## src/sv/point_attractor_velocity_update_macros.svh

```systemverilog
// Assertion helpers used by the top-level RTL.
`ifndef POINT_ATTRACTOR_VELOCITY_UPDATE_MACROS_SVH
`define POINT_ATTRACTOR_VELOCITY_UPDATE_MACROS_SVH

// Same-cycle implication, off while in reset.
`define PAV_ASSERT_SAME(label, clk, rst, ante, cons, msg) \
   label: assert property (@(posedge clk) disable iff (rst) (ante) |-> (cons)) else $error(msg);

// Next-cycle implication, off while in reset.
`define PAV_ASSERT_NEXT(label, clk, rst, ante, cons, msg) \
   label: assert property (@(posedge clk) disable iff (rst) (ante) |=> (cons)) else $error(msg);

`endif

```

## src/sv/pav_pkg.sv

```systemverilog
package pav_pkg;

   localparam int unsigned COORD_W     = 32;
   localparam int unsigned MAG_W       = 32;
   localparam int unsigned TS_W        = 24;
   localparam int unsigned MD_W        = 31;
   localparam int unsigned SQ_W        = 66;
   localparam int unsigned ROOT_W      = 33;
   localparam int unsigned DEN_W       = 2 * ROOT_W;
   localparam int unsigned NUM_W       = 87;
   localparam int unsigned QBITS       = 42;
   localparam int unsigned CAP_EXP     = 40;
   localparam int unsigned CSR_IDX_W   = 3;
   localparam int unsigned CSR_DATA_W  = 32;
   localparam int unsigned QUEUE_DEPTH_DEF = 4;

   localparam logic [COORD_W-1:0] STRENGTH_RST = 32'd65536;
   localparam logic [MD_W-1:0]    MIN_DIST_RST = 31'd65536;

   typedef enum logic [CSR_IDX_W-1:0] {
      CSR_ORIGIN_X  = 3'd0,
      CSR_ORIGIN_Y  = 3'd1,
      CSR_ORIGIN_Z  = 3'd2,
      CSR_STRENGTH  = 3'd3,
      CSR_MIN_DIST  = 3'd4,
      CSR_TIME_STEP = 3'd5
   } csr_reg_type;

   typedef struct packed {
      logic [2:0][COORD_W-1:0] origin;
      logic [COORD_W-1:0]      strength;
      logic [MD_W-1:0]         min_dist;
      logic [TS_W-1:0]         time_step;
   } cfg_type;

   // Per-item payload that rides along the back pipeline.
   typedef struct packed {
      logic [2:0]              dneg;
      logic [2:0][COORD_W-1:0] vel;
      logic                    alive;
   } pay_type;

   typedef struct packed {
      logic [2:0][MAG_W-1:0] mag;
      pay_type               pay;
   } item_type;

   typedef struct packed {
      logic empty;
      logic full;
   } q_status_type;

endpackage

```

## src/sv/pav_queue.sv

```systemverilog
module pav_queue #(
   parameter int unsigned DEPTH = pav_pkg::QUEUE_DEPTH_DEF
) (
   input  logic                  clock,
   input  logic                  reset,
   input  logic                  push_valid,
   input  pav_pkg::item_type     push_item,
   input  logic                  pop,
   output pav_pkg::q_status_type status,
   output pav_pkg::item_type     head
);
   import pav_pkg::*;

   localparam int unsigned PTR_W = (DEPTH > 1) ? $clog2(DEPTH) : 1;
   localparam int unsigned CNT_W = $clog2(DEPTH + 1);

   item_type         entry_ff [DEPTH];
   logic [PTR_W-1:0] wr_ptr_ff, wr_ptr_in, rd_ptr_ff, rd_ptr_in;
   logic [CNT_W-1:0] count_ff, count_in;
   logic             push, pull;

   assign status.full  = (count_ff == CNT_W'(DEPTH));
   assign status.empty = (count_ff == '0);
   assign push         = push_valid && !status.full;
   assign pull         = pop && !status.empty;
   assign head         = entry_ff[rd_ptr_ff];

   always_comb begin
      wr_ptr_in = wr_ptr_ff;
      rd_ptr_in = rd_ptr_ff;
      if (push) begin
         wr_ptr_in = (wr_ptr_ff == PTR_W'(DEPTH - 1)) ? '0 : wr_ptr_ff + 1'b1;
      end
      if (pull) begin
         rd_ptr_in = (rd_ptr_ff == PTR_W'(DEPTH - 1)) ? '0 : rd_ptr_ff + 1'b1;
      end
      count_in = count_ff + CNT_W'(push) - CNT_W'(pull);
   end

   always_ff @(posedge clock) begin
      if (reset) begin
         wr_ptr_ff <= '0;
         rd_ptr_ff <= '0;
         count_ff  <= '0;
      end else begin
         wr_ptr_ff <= wr_ptr_in;
         rd_ptr_ff <= rd_ptr_in;
         count_ff  <= count_in;
      end
   end

   always_ff @(posedge clock) begin
      if (push) begin
         entry_ff[wr_ptr_ff] <= push_item;
      end
   end

endmodule

```

## config.mk

```make
export PLATFORM = sky130hd
export DESIGN_NAME = pav_queue
export DESIGN_NICKNAME = d
export VERILOG_FILES = /design/src/sv/point_attractor_velocity_update_macros.svh /design/src/sv/pav_pkg.sv /design/src/sv/pav_queue.sv
export SDC_FILE = /design/constraint.sdc
export NUM_CORES = 1
export LEC_CHECK = 0
export ABC_CLOCK_PERIOD_IN_PS = 7600
export BUFFER_PORTS_ARGS = -buffer_cell sky130_fd_sc_hd__buf_2
export CELL_PAD_IN_SITES_DETAIL_PLACEMENT = 1
export CELL_PAD_IN_SITES_GLOBAL_PLACEMENT = 2
export CORE_ASPECT_RATIO = 0.9
export CORE_MARGIN = 10
export CORE_UTILIZATION = 35
export DETAILED_ROUTE_END_ITERATION = 8
export PLACE_DENSITY = 0.73
export SYNTH_ARGS = -nofsm -noshare
export SYNTH_HDL_FRONTEND = slang
export SYNTH_SLANG_ARGS = --single-unit
```

## constraint.sdc

```tcl
create_clock -name clock -period 7.6 [get_ports clock]
set_input_delay 1.9 -clock clock [delete_from_list [all_inputs] [get_ports clock]]
set_output_delay 1.9 -clock clock [all_outputs]
set_load 0.01 [all_outputs]
```

==> flow_metrics.tcl <==
set metrics [dict create \
    status "finished, final reports clean" \
    p_seq_share_pct 47.0 \
    ioPinCount 398 \
    grt_setup_unrepaired "false" \
    clockBufferDepth 3 \
    cts_tree "done" \
    grt_pass1_wl_mm 95.3 \
    core_area_um2 81300 \
    row_count 99 \
    setup_viol 0 \
    tns_ns 0 \
    synth_edf_count 784 \
    crit_required_ns 5.70 \
    syn-num-nets 1282 \
    cts_root_buffer "clkbuf_16" \
    yosysWarnings 0 \
    dr_total_vias 13000 \
    crit_path_max_fanout 82 \
    fill_cells 7615 \
    wl_per_cell_um 24.2 \
    fin_nets 1734 \
    criticalPathCategory "flop to output pin" \
    ys_seq_elements 793 \
    slew-limit-headroom_pct 36.7 \
    cts.sinks 793 \
    drv_cap 0 \
    start_kind "flop" \
    power_frac_comb_pct 18.9 \
    multi_input_area_um2 4700 \
    yosysUniqueCellTypes 24 \
    p_switching_mw 3.01 \
    synth.avg_cell_area_um2 26.8 \
    hpwlAfterDp_mm 39.2 \
    finalCriticalPeriod_ns 5.04 \
    endpoint_kind "output pin" \
    place_ws_ns 3.10 \
    synth_most_common_cell "edfxtp_1" \
    port_buffers 397 \
    yosys_most_used_dff "edfxtp_1" \
    cts_setup_buffers 0 \
    seq_area_um2 23700 \
    final_area_um2 34600 \
    area_delta_synth_final_pct 20.4 \
    clock_power_share_pct 34.0 \
    floorplan.die.width_um 322 \
    htree_levels 3 \
    synth_area_leaders "edfxtp_1 (82%), mux4_2 (15%), buf_6 (0.67%), dfxtp_1 (0.63%), buf_2 (0.38%)" \
    numCtsBuffers 86 \
    ys_seq_area_share_pct 82.5 \
    grt_max_degree 121 \
    peakVddDrop_v 0.000256 \
    synth_top_cells_by_count "edfxtp_1 (784), mux4_2 (196), buf_2 (22)" \
    cts_resized 0 \
    power_leakage_nw 11.4 \
    hold_buffers 0 \
    fin_skew_ns 0.0299 \
    clkLatencyLatePin_ns 0.64 \
    clk_pin_slew_ns 0.06 \
    final_layout_size_suffix_gt1_share_pct 45.6 \
    place_congestion 0.723 \
    period_share_pct 66.3 \
    crit_arrival_ns 3.14 \
    ys_async_sr_fraction_pct 0 \
    grt_pass1_vias 14300 \
    synth_largest_area_cell "edfxtp_1" \
    synth.top_cell.area_share_pct 81.9 \
    fp.dieH_um 292 \
    rr_worst_depth 3 \
    start_util_pct 35.4 \
    sw_frac_of_total_pct 26.0 \
    grt_usage_pct 13.4 \
    placed_cell_area_um2 32000 \
    power_density_nw_per_um2 335 \
    final_util_pct 42.6 \
    slew_viol_final 0 \
    drt-pass1-iter-count 5 \
    power_mw 11.6 \
    antenna_found_initial 11 \
    drcViolationCount 0 \
    via_per_inst 4.89 \
    dieArea_um2 94000 \
    tightest_slew_ns 0.950 \
    wirelength_mm 64.2 \
    layout_setup_ws_ns 2.56 \
    netlist_instances 1074 \
    drtIter0Drc 1089 \
    hold_viol_final 0 \
    p_int_mw 8.57 \
    hold_path_depth 2 \
    syn-cell-area_um2 28800 \
    antenna_left 0 \
    fmax_mhz 198 \
    hold_path.class "flop to flop" \
    grt-ovfl-total 0 \
]
[worst max-delay path: stages, from the launching register on]
cell     delay (ns)
dfxtp_4        0.96
buf_12         0.49
mux4_2         0.61
buf_2          0.16
[flip-flops by register name, indices dropped and copies added, names as in the netlist, named ones only]
signal,count
count_ff,3
entry_ff,784
rd_ptr_ff,2
wr_ptr_ff,2
[per-stage QoR]
stage / instances / hold WS, ns
after floorplan: 1074 / 0.456
after global placement: 2498 / 0.460
final: 2654 / 0.508
after detailed placement: 2498 / 0.495
after global routing: 2653 / 0.540
after CTS: 2653 / 0.514
[final timing paths]
check	end	from	slack [ns]
worst max-delay path	head[131]	flop	2.56
worst min-delay path	rd_ptr_ff[0]	rd_ptr_ff[0]	0.51
worst max register to register	entry_ff[0][138]	count_ff[1]	4.84
worst min register to register	rd_ptr_ff[0]	rd_ptr_ff[0]	0.51
[placed cells by master (no fill, tap or decap), types with 5 or more instances in the layout]
cell       instances
edfxtp_1         784
buf_2            397
mux4_2           196
clkbuf_16         87
clkbuf_1          23
clkinv_1          18
clkinv_2          10
inv_1              8
ha_1               7
dfxtp_1            7
buf_12             7
bufinv_16          5
buf_4              5
[cell type report]
type                       count  share of cell area (%)
sequential                   793                    68.5
tap                         1060                    3.83
clock buffer                 110                    6.54
clock inverter                45                    1.19
timing repair buffer         409                    6.25
antenna                        1                 0.00723
multi-input combinational    228                    13.6
inverter                       8                  0.0867
[kinds of logic after synthesis]
group,synth area share (%)
adder cells (fa/ha/maj),0.374
flip-flops,82.5
AND/OR/NAND/NOR,0.322
AO/OA/AOI/OAI,0.131
buffers and inverters,1.23
multiplexers,15.4
XOR/XNOR,0.0609
[power by group through the flow]
stage          registers (mW)  logic [mW]  clock network [mW]
4_1_cts                  5.46        2.28                4.06
3_3_place_gp             5.51        2.25                   0
6_report                 5.45        2.19                3.94
5_1_grt                  5.49        2.38                4.26
3_5_place_dp             5.55        2.27                   0
2_1_floorplan            5.52        1.43                   0
[metal layers]
layer  GRT usage [%]  vias up  routed length (µm)
met4            3.91       18                1390
met2            22.3      385               32000
met1            16.7     6881               26100
met3            4.33      102                4630
li1                -     5585                   -
met5               0        -                 104
(Power assumes the default switching activity.)
