**src/sv/point_attractor_velocity_update_macros.svh**
```systemverilog
// Assertion helpers used by the top-level RTL.
`ifndef POINT_ATTRACTOR_VELOCITY_UPDATE_MACROS_SVH
`define POINT_ATTRACTOR_VELOCITY_UPDATE_MACROS_SVH

// Same-cycle implication, off while in reset.
`define PAV_ASSERT_SAME(label, clk, rst, ante, cons, msg) \
   label: assert property (@(posedge clk) disable iff (rst) (ante) |-> (cons)) else $error(msg);

// Next-cycle implication, off while in reset.
`define PAV_ASSERT_NEXT(label, clk, rst, ante, cons, msg) \
   label: assert property (@(posedge clk) disable iff (rst) (ante) |=> (cons)) else $error(msg);

`endif

```
**src/sv/pav_pkg.sv**
```systemverilog
package pav_pkg;

   localparam int unsigned COORD_W     = 32;
   localparam int unsigned MAG_W       = 32;
   localparam int unsigned TS_W        = 24;
   localparam int unsigned MD_W        = 31;
   localparam int unsigned SQ_W        = 66;
   localparam int unsigned ROOT_W      = 33;
   localparam int unsigned DEN_W       = 2 * ROOT_W;
   localparam int unsigned NUM_W       = 87;
   localparam int unsigned QBITS       = 42;
   localparam int unsigned CAP_EXP     = 40;
   localparam int unsigned CSR_IDX_W   = 3;
   localparam int unsigned CSR_DATA_W  = 32;
   localparam int unsigned QUEUE_DEPTH_DEF = 4;

   localparam logic [COORD_W-1:0] STRENGTH_RST = 32'd65536;
   localparam logic [MD_W-1:0]    MIN_DIST_RST = 31'd65536;

   typedef enum logic [CSR_IDX_W-1:0] {
      CSR_ORIGIN_X  = 3'd0,
      CSR_ORIGIN_Y  = 3'd1,
      CSR_ORIGIN_Z  = 3'd2,
      CSR_STRENGTH  = 3'd3,
      CSR_MIN_DIST  = 3'd4,
      CSR_TIME_STEP = 3'd5
   } csr_reg_type;

   typedef struct packed {
      logic [2:0][COORD_W-1:0] origin;
      logic [COORD_W-1:0]      strength;
      logic [MD_W-1:0]         min_dist;
      logic [TS_W-1:0]         time_step;
   } cfg_type;

   // Per-item payload that rides along the back pipeline.
   typedef struct packed {
      logic [2:0]              dneg;
      logic [2:0][COORD_W-1:0] vel;
      logic                    alive;
   } pay_type;

   typedef struct packed {
      logic [2:0][MAG_W-1:0] mag;
      pay_type               pay;
   } item_type;

   typedef struct packed {
      logic empty;
      logic full;
   } q_status_type;

endpackage

```
**src/sv/pav_if.sv**
```systemverilog
interface pav_req_if;
   import pav_pkg::*;
   logic               valid;
   logic               ready;
   logic [COORD_W-1:0] pos_x;
   logic [COORD_W-1:0] pos_y;
   logic [COORD_W-1:0] pos_z;
   logic [COORD_W-1:0] vel_x;
   logic [COORD_W-1:0] vel_y;
   logic [COORD_W-1:0] vel_z;
   logic               alive;
   modport source (output valid, pos_x, pos_y, pos_z, vel_x, vel_y, vel_z, alive,
                   input ready);
   modport sink   (input valid, pos_x, pos_y, pos_z, vel_x, vel_y, vel_z, alive,
                   output ready);
endinterface


```
**src/sv/pav_front.sv**
```systemverilog
module pav_front (
   input  logic              clock,
   input  logic              reset,
   input  pav_pkg::cfg_type  cfg,
   pav_req_if.sink           req_chan,
   input  logic              push_ready,
   output logic              item_valid,
   output pav_pkg::item_type item
);
   import pav_pkg::*;

   logic     valid_ff, valid_in;
   item_type item_ff, item_in;
   logic     take;
   logic [2:0][COORD_W-1:0] pos;
   logic [COORD_W:0]        d;

   assign req_chan.ready = !valid_ff || push_ready;
   assign take           = req_chan.valid && req_chan.ready;
   assign pos            = {req_chan.pos_z, req_chan.pos_y, req_chan.pos_x};

   always_comb begin
      item_in           = item_ff;
      item_in.pay.vel   = {req_chan.vel_z, req_chan.vel_y, req_chan.vel_x};
      item_in.pay.alive = req_chan.alive;
      for (int c = 0; c < 3; c++) begin
         d = {cfg.origin[c][COORD_W-1], cfg.origin[c]} - {pos[c][COORD_W-1], pos[c]};
         item_in.pay.dneg[c] = d[COORD_W];
         item_in.mag[c]      = d[COORD_W] ? MAG_W'(-d) : d[MAG_W-1:0];
      end
      valid_in = take || (valid_ff && !push_ready);
   end

   always_ff @(posedge clock) begin
      if (reset) begin
         valid_ff <= 1'b0;
      end else begin
         valid_ff <= valid_in;
      end
   end

   always_ff @(posedge clock) begin
      if (take) begin
         item_ff <= item_in;
      end
   end

   assign item_valid = valid_ff;
   assign item       = item_ff;

endmodule

```
**src/flat_wrapper.sv**
```systemverilog
// flat-port wrapper written by rule: the top's interface ports become plain ports
module pav_front_flat import pav_pkg::*;
  (clock, reset, cfg, push_ready, item_valid, item, req_chan_valid, req_chan_pos_x, req_chan_pos_y, req_chan_pos_z, req_chan_vel_x, req_chan_vel_y, req_chan_vel_z, req_chan_alive, req_chan_ready);
  pav_req_if req_chan_i ();
  input  logic clock;
  input  logic reset;
  input  pav_pkg::cfg_type cfg;
  input  logic push_ready;
  output logic item_valid;
  output pav_pkg::item_type item;
  input wire logic [$bits(req_chan_i.valid)-1:0] req_chan_valid;
  input wire logic [$bits(req_chan_i.pos_x)-1:0] req_chan_pos_x;
  input wire logic [$bits(req_chan_i.pos_y)-1:0] req_chan_pos_y;
  input wire logic [$bits(req_chan_i.pos_z)-1:0] req_chan_pos_z;
  input wire logic [$bits(req_chan_i.vel_x)-1:0] req_chan_vel_x;
  input wire logic [$bits(req_chan_i.vel_y)-1:0] req_chan_vel_y;
  input wire logic [$bits(req_chan_i.vel_z)-1:0] req_chan_vel_z;
  input wire logic [$bits(req_chan_i.alive)-1:0] req_chan_alive;
  output wire logic [$bits(req_chan_i.ready)-1:0] req_chan_ready;
  assign req_chan_i.valid = req_chan_valid;
  assign req_chan_i.pos_x = req_chan_pos_x;
  assign req_chan_i.pos_y = req_chan_pos_y;
  assign req_chan_i.pos_z = req_chan_pos_z;
  assign req_chan_i.vel_x = req_chan_vel_x;
  assign req_chan_i.vel_y = req_chan_vel_y;
  assign req_chan_i.vel_z = req_chan_vel_z;
  assign req_chan_i.alive = req_chan_alive;
  assign req_chan_ready = req_chan_i.ready;
  pav_front u_core (.clock(clock), .reset(reset), .cfg(cfg), .req_chan(req_chan_i), .push_ready(push_ready), .item_valid(item_valid), .item(item));
endmodule
```
**config.mk**
```make
export PLATFORM = sky130hd
export DESIGN_NAME = pav_front_flat
export DESIGN_NICKNAME = d
export VERILOG_FILES = /design/src/sv/point_attractor_velocity_update_macros.svh /design/src/sv/pav_pkg.sv /design/src/sv/pav_if.sv /design/src/sv/pav_front.sv /design/src/flat_wrapper.sv
export SDC_FILE = /design/constraint.sdc
export NUM_CORES = 1
export LEC_CHECK = 0
export BUFFER_PORTS_ARGS = -buffer_cell sky130_fd_sc_hd__buf_2
export CAP_MARGIN = 20
export CORE_AREA = 10 10 216 218
export CTS_CLUSTER_DIAMETER = 120
export DETAILED_ROUTE_END_ITERATION = 10
export DIE_AREA = 0 0 226 228
export HOLD_SLACK_MARGIN = 0.02
export PLACE_DENSITY = 0.63
export SETUP_SLACK_MARGIN = 0.05
export SYNTH_ARGS = -nofsm -noshare
export SYNTH_HDL_FRONTEND = slang
export SYNTH_SLANG_ARGS = --single-unit
```
**constraint.sdc**
```tcl
create_clock -name clock -period 6.18 [get_ports clock]
set_input_delay 0.618 -clock clock [delete_from_list [all_inputs] [get_ports clock]]
set_output_delay 0.618 -clock clock [all_outputs]
set_load 0.005 [all_outputs]
```
==> impl_metrics.yaml <==
run_status:
  status: "completed"
timing:
  min_period_over_period_pct: 70.0
  finalClockSkew_ns: 0.0129
  fmax_mhz: 231
  hold_violations: 0
  rsz0062_at_grt: "false"
  slew-limit-headroom_pct: 28.4
  setup_violations: 0
  period_needed_ns: 4.33
  tightest_slew_ns: 1.07
  tns_ns: 0
  slew_viol_final: 0
cts:
  cts_buffers: 17
  clock_sinks: 197
  h-tree-depth: 4
  cts_hold_buf: 0
  clk_pin_slew_worst_paths_ns: 0.08
  max-clock-path-buffers: 2
  postCtsSetupBuffers: 0
  root_buffer: "clkbuf_16"
  ctsResizeCount: 0
  tritoncts: "built"
  clk_latency_ns: 0.49
synthesis:
  postSynthCellCount: 1563
  synth_xor_area_share_pct: 8.68
  synth_top_family_by_area: "compound AO/OA/AOI/OAI gates"
  yosys.area_share.adder_pct: 8.82
  syn_area_per_cell_sq_um: 9.42
  syn_area_sq_um: 14700
  synth.area.mux_share_pct: 0.493
  synth_simple_gate_area_share_pct: 16.2
  synth.most_common_cell: "edfxtp_1"
  synth_area_leaders: "edfxtp_1 40%, ha_1 8.4%, xnor2_1 5.5%"
  synth_top_flop_cell: "edfxtp_1"
  synth_cell_type_count: 85
  ys_seq_area_share_pct: 40.1
  synth-seq-cells: 197
  synthTopCellsByCount: "196 x edfxtp_1, 127 x inv_1, 125 x a21oi_1, 117 x nand2_1, 102 x nor2_1"
  yosysTopAreaCellShare_pct: 40.0
  async_reset_ff_share_pct: 0
  yosysWarnings: 0
  synth_compound_area_share_pct: 21.0
  synth_edf_count: 196
  synth_top_area_cell: "edfxtp_1"
  syn_nets: 2045
floorplanning:
  die_area_sq_um: 51500
  die_h_microns: 228
  initial_core_util_pct: 34.6
  coreArea_sq_um: 42500
  rows: 76
  pin_count: 578
  die_w_microns: 226
critical_path:
  cp-end-kind: "flop"
  slowest_stage: "a2111oi_1"
  worstPathArrival_ns: 4.56
  crit_path_frequent_cell: "a21oi_1"
  crit_chain: "buf_2 > inv_1 > ha_1 > a21oi_1 > o21ai_0 > a21o_1 > a21o_1 > a2111oi_1 > o31ai_1 > a21oi_1 > a21oi_1 > buf_4 > inv_1 > buf_4 > o21ai_0 > xor2_1"
  critical_path_class: "input pin to flop"
  cp_max_fo: 21
  max_stage_delay_ns: 0.97
  cp-start-kind: "input pin"
  crit_required_ns: 6.42
placed_design:
  dp_hpwl_microns: 43600
  placed_cells: 2550
  globalplace.congestion: 0.920
  portBuffers: 490
route:
  dr.pass1.iters: 5
  routed_wl_microns: 51900
  drt_iter0_drc: 895
  vias: 13800
  route.antenna.remaining_nets: 0
  wl_per_cell_microns: 20.1
  drcViolationCount: 0
  viasPerCell: 5.32
power_and_ir_drop:
  p_leak_nw: 8.06
  power_density_nw_per_um2: 242
  vdd_drop_max_v: 0.000184
global_route:
  gr-total-overflow: 0
  grt_max_degree: 127
  grtUsageTotal_pct: 19.3
  grt_pass1_wl_microns: 77300
  antenna_found_initial: 9
  grt_pass1_vias: 13400
run:
  maxCapViolations: 0
final_layout:
  multi_input_area_sq_um: 8130
  layout.nets: 2505
  seqCellArea_sq_um: 5910
  layout.cells.non_filler: 2587
  fillers: 4159
  drive_above_1_share_pct: 27.8
  syn2layout_area_growth_pct: 24.5
hold_path:
  hold_class: "input pin to flop"
## cells by family (layout without fill, tap and decap cells)
| kind of cell | count (synthesis) | count (layout) |
|---|---|---|
| AO/OA/AOI/OAI | 469 | 469 |
| XOR/XNOR | 146 | 146 |
| adder cells (fa/ha/maj) | 102 | 102 |
| buffers and inverters | 184 | 657 |
| flip-flops | 197 | 197 |
| multiplexers | 7 | 7 |
| other | 0 | 5 |
| AND/OR/NAND/NOR | 458 | 458 |
## critical path: cells and delay by family
kind / cells / cell delay (ns)
buffers and inverters: 5 / 0.59
AO/OA/AOI/OAI: 9 / 2.70
adder cells (fa/ha/maj): 1 / 0.44
XOR/XNOR: 1 / 0.16
## layer usage
layer | global-route usage [%] | vias to the layer above | part of all wire (%)
met3 | 5.58 | 73 | 8.1
met1 | 22.5 | 6448 | 41
met2 | 32.6 | 499 | 48
met5 | 0 | - | 0.091
li1 | - | 6738 | -
met4 | 7.43 | 8 | 2.9
## cell type report
| class | instances | area share, % |
|---|---|---|
| diodes | 5 | 0.0682 |
| inverters | 127 | 2.60 |
| clock buffers | 17 | 2.32 |
| flip-flops and latches | 197 | 32.2 |
| multi-input cells | 1182 | 44.3 |
| repair buffers | 498 | 13.8 |
| well taps | 546 | 3.73 |
| clock inverters | 15 | 0.989 |
## sequential cells by signal, indices dropped and copies added (netlist names)
register / flops
u_core.item: 196
u_core.item_valid: 1
## power by group
group          switching (mW)  leakage [nW]  internal, mW
clock                   0.584         0.299         0.582
combinational           0.899          5.86         0.624
sequential             0.0436          1.91          1.70
## final timing paths
check | startpoint | endpoint | slack, ns | depth (start not counted)
worst min-delay path | reset | u_core.item_valid | 0.28 | 2
worst max register to register | u_core.item_valid | u_core.item[36] | 3.83 | 3
worst max-delay path | req_chan_pos_x[11] | u_core.item[125] | 1.85 | 16
worst min register to register | u_core.item_valid | u_core.item_valid | 0.57 | 2
## per-stage QoR
stage	total power [mW]	setup WS, ns	area [sq um]	hold WS, ns	util (%)
after floorplan	2.75	0.343	14700	0.522	-
after global placement	3.27	1.55	17700	0.520	41.7
after detailed placement	3.29	1.45	17700	0.539	41.7
after CTS	4.47	1.97	18300	0.231	43.1
after global routing	4.68	1.57	18300	0.245	43.1
final	4.43	1.85	18300	0.280	43.1
## cell usage in the layout, fill, tap and decap left out, types with 6 or more instances in the layout
cell type  count
or3_1         13
a21o_1        39
nor2b_1       20
xnor2_1       92
nor2_1       102
o21bai_1       9
clkbuf_16     17
a21boi_0       6
a31oi_1       31
a211o_1        6
and2_1        14
and4_1        12
nand2_1      117
nand3b_1       7
ha_1          99
o41ai_1        6
nor4_1        12
a211oi_1      12
o31a_1         6
or4_1          7
buf_2        490
nor3_1        30
xor2_1        54
o211ai_1      20
and3_1        17
nand2b_1      15
nand4_1       22
inv_1        127
a21oi_1      125
o2111ai_1      9
o21a_1        23
edfxtp_1     196
nand3_1       27
o21ai_0       94
o31ai_1       17
or2_2         11
buf_4          7
(Power assumes the default switching activity.)
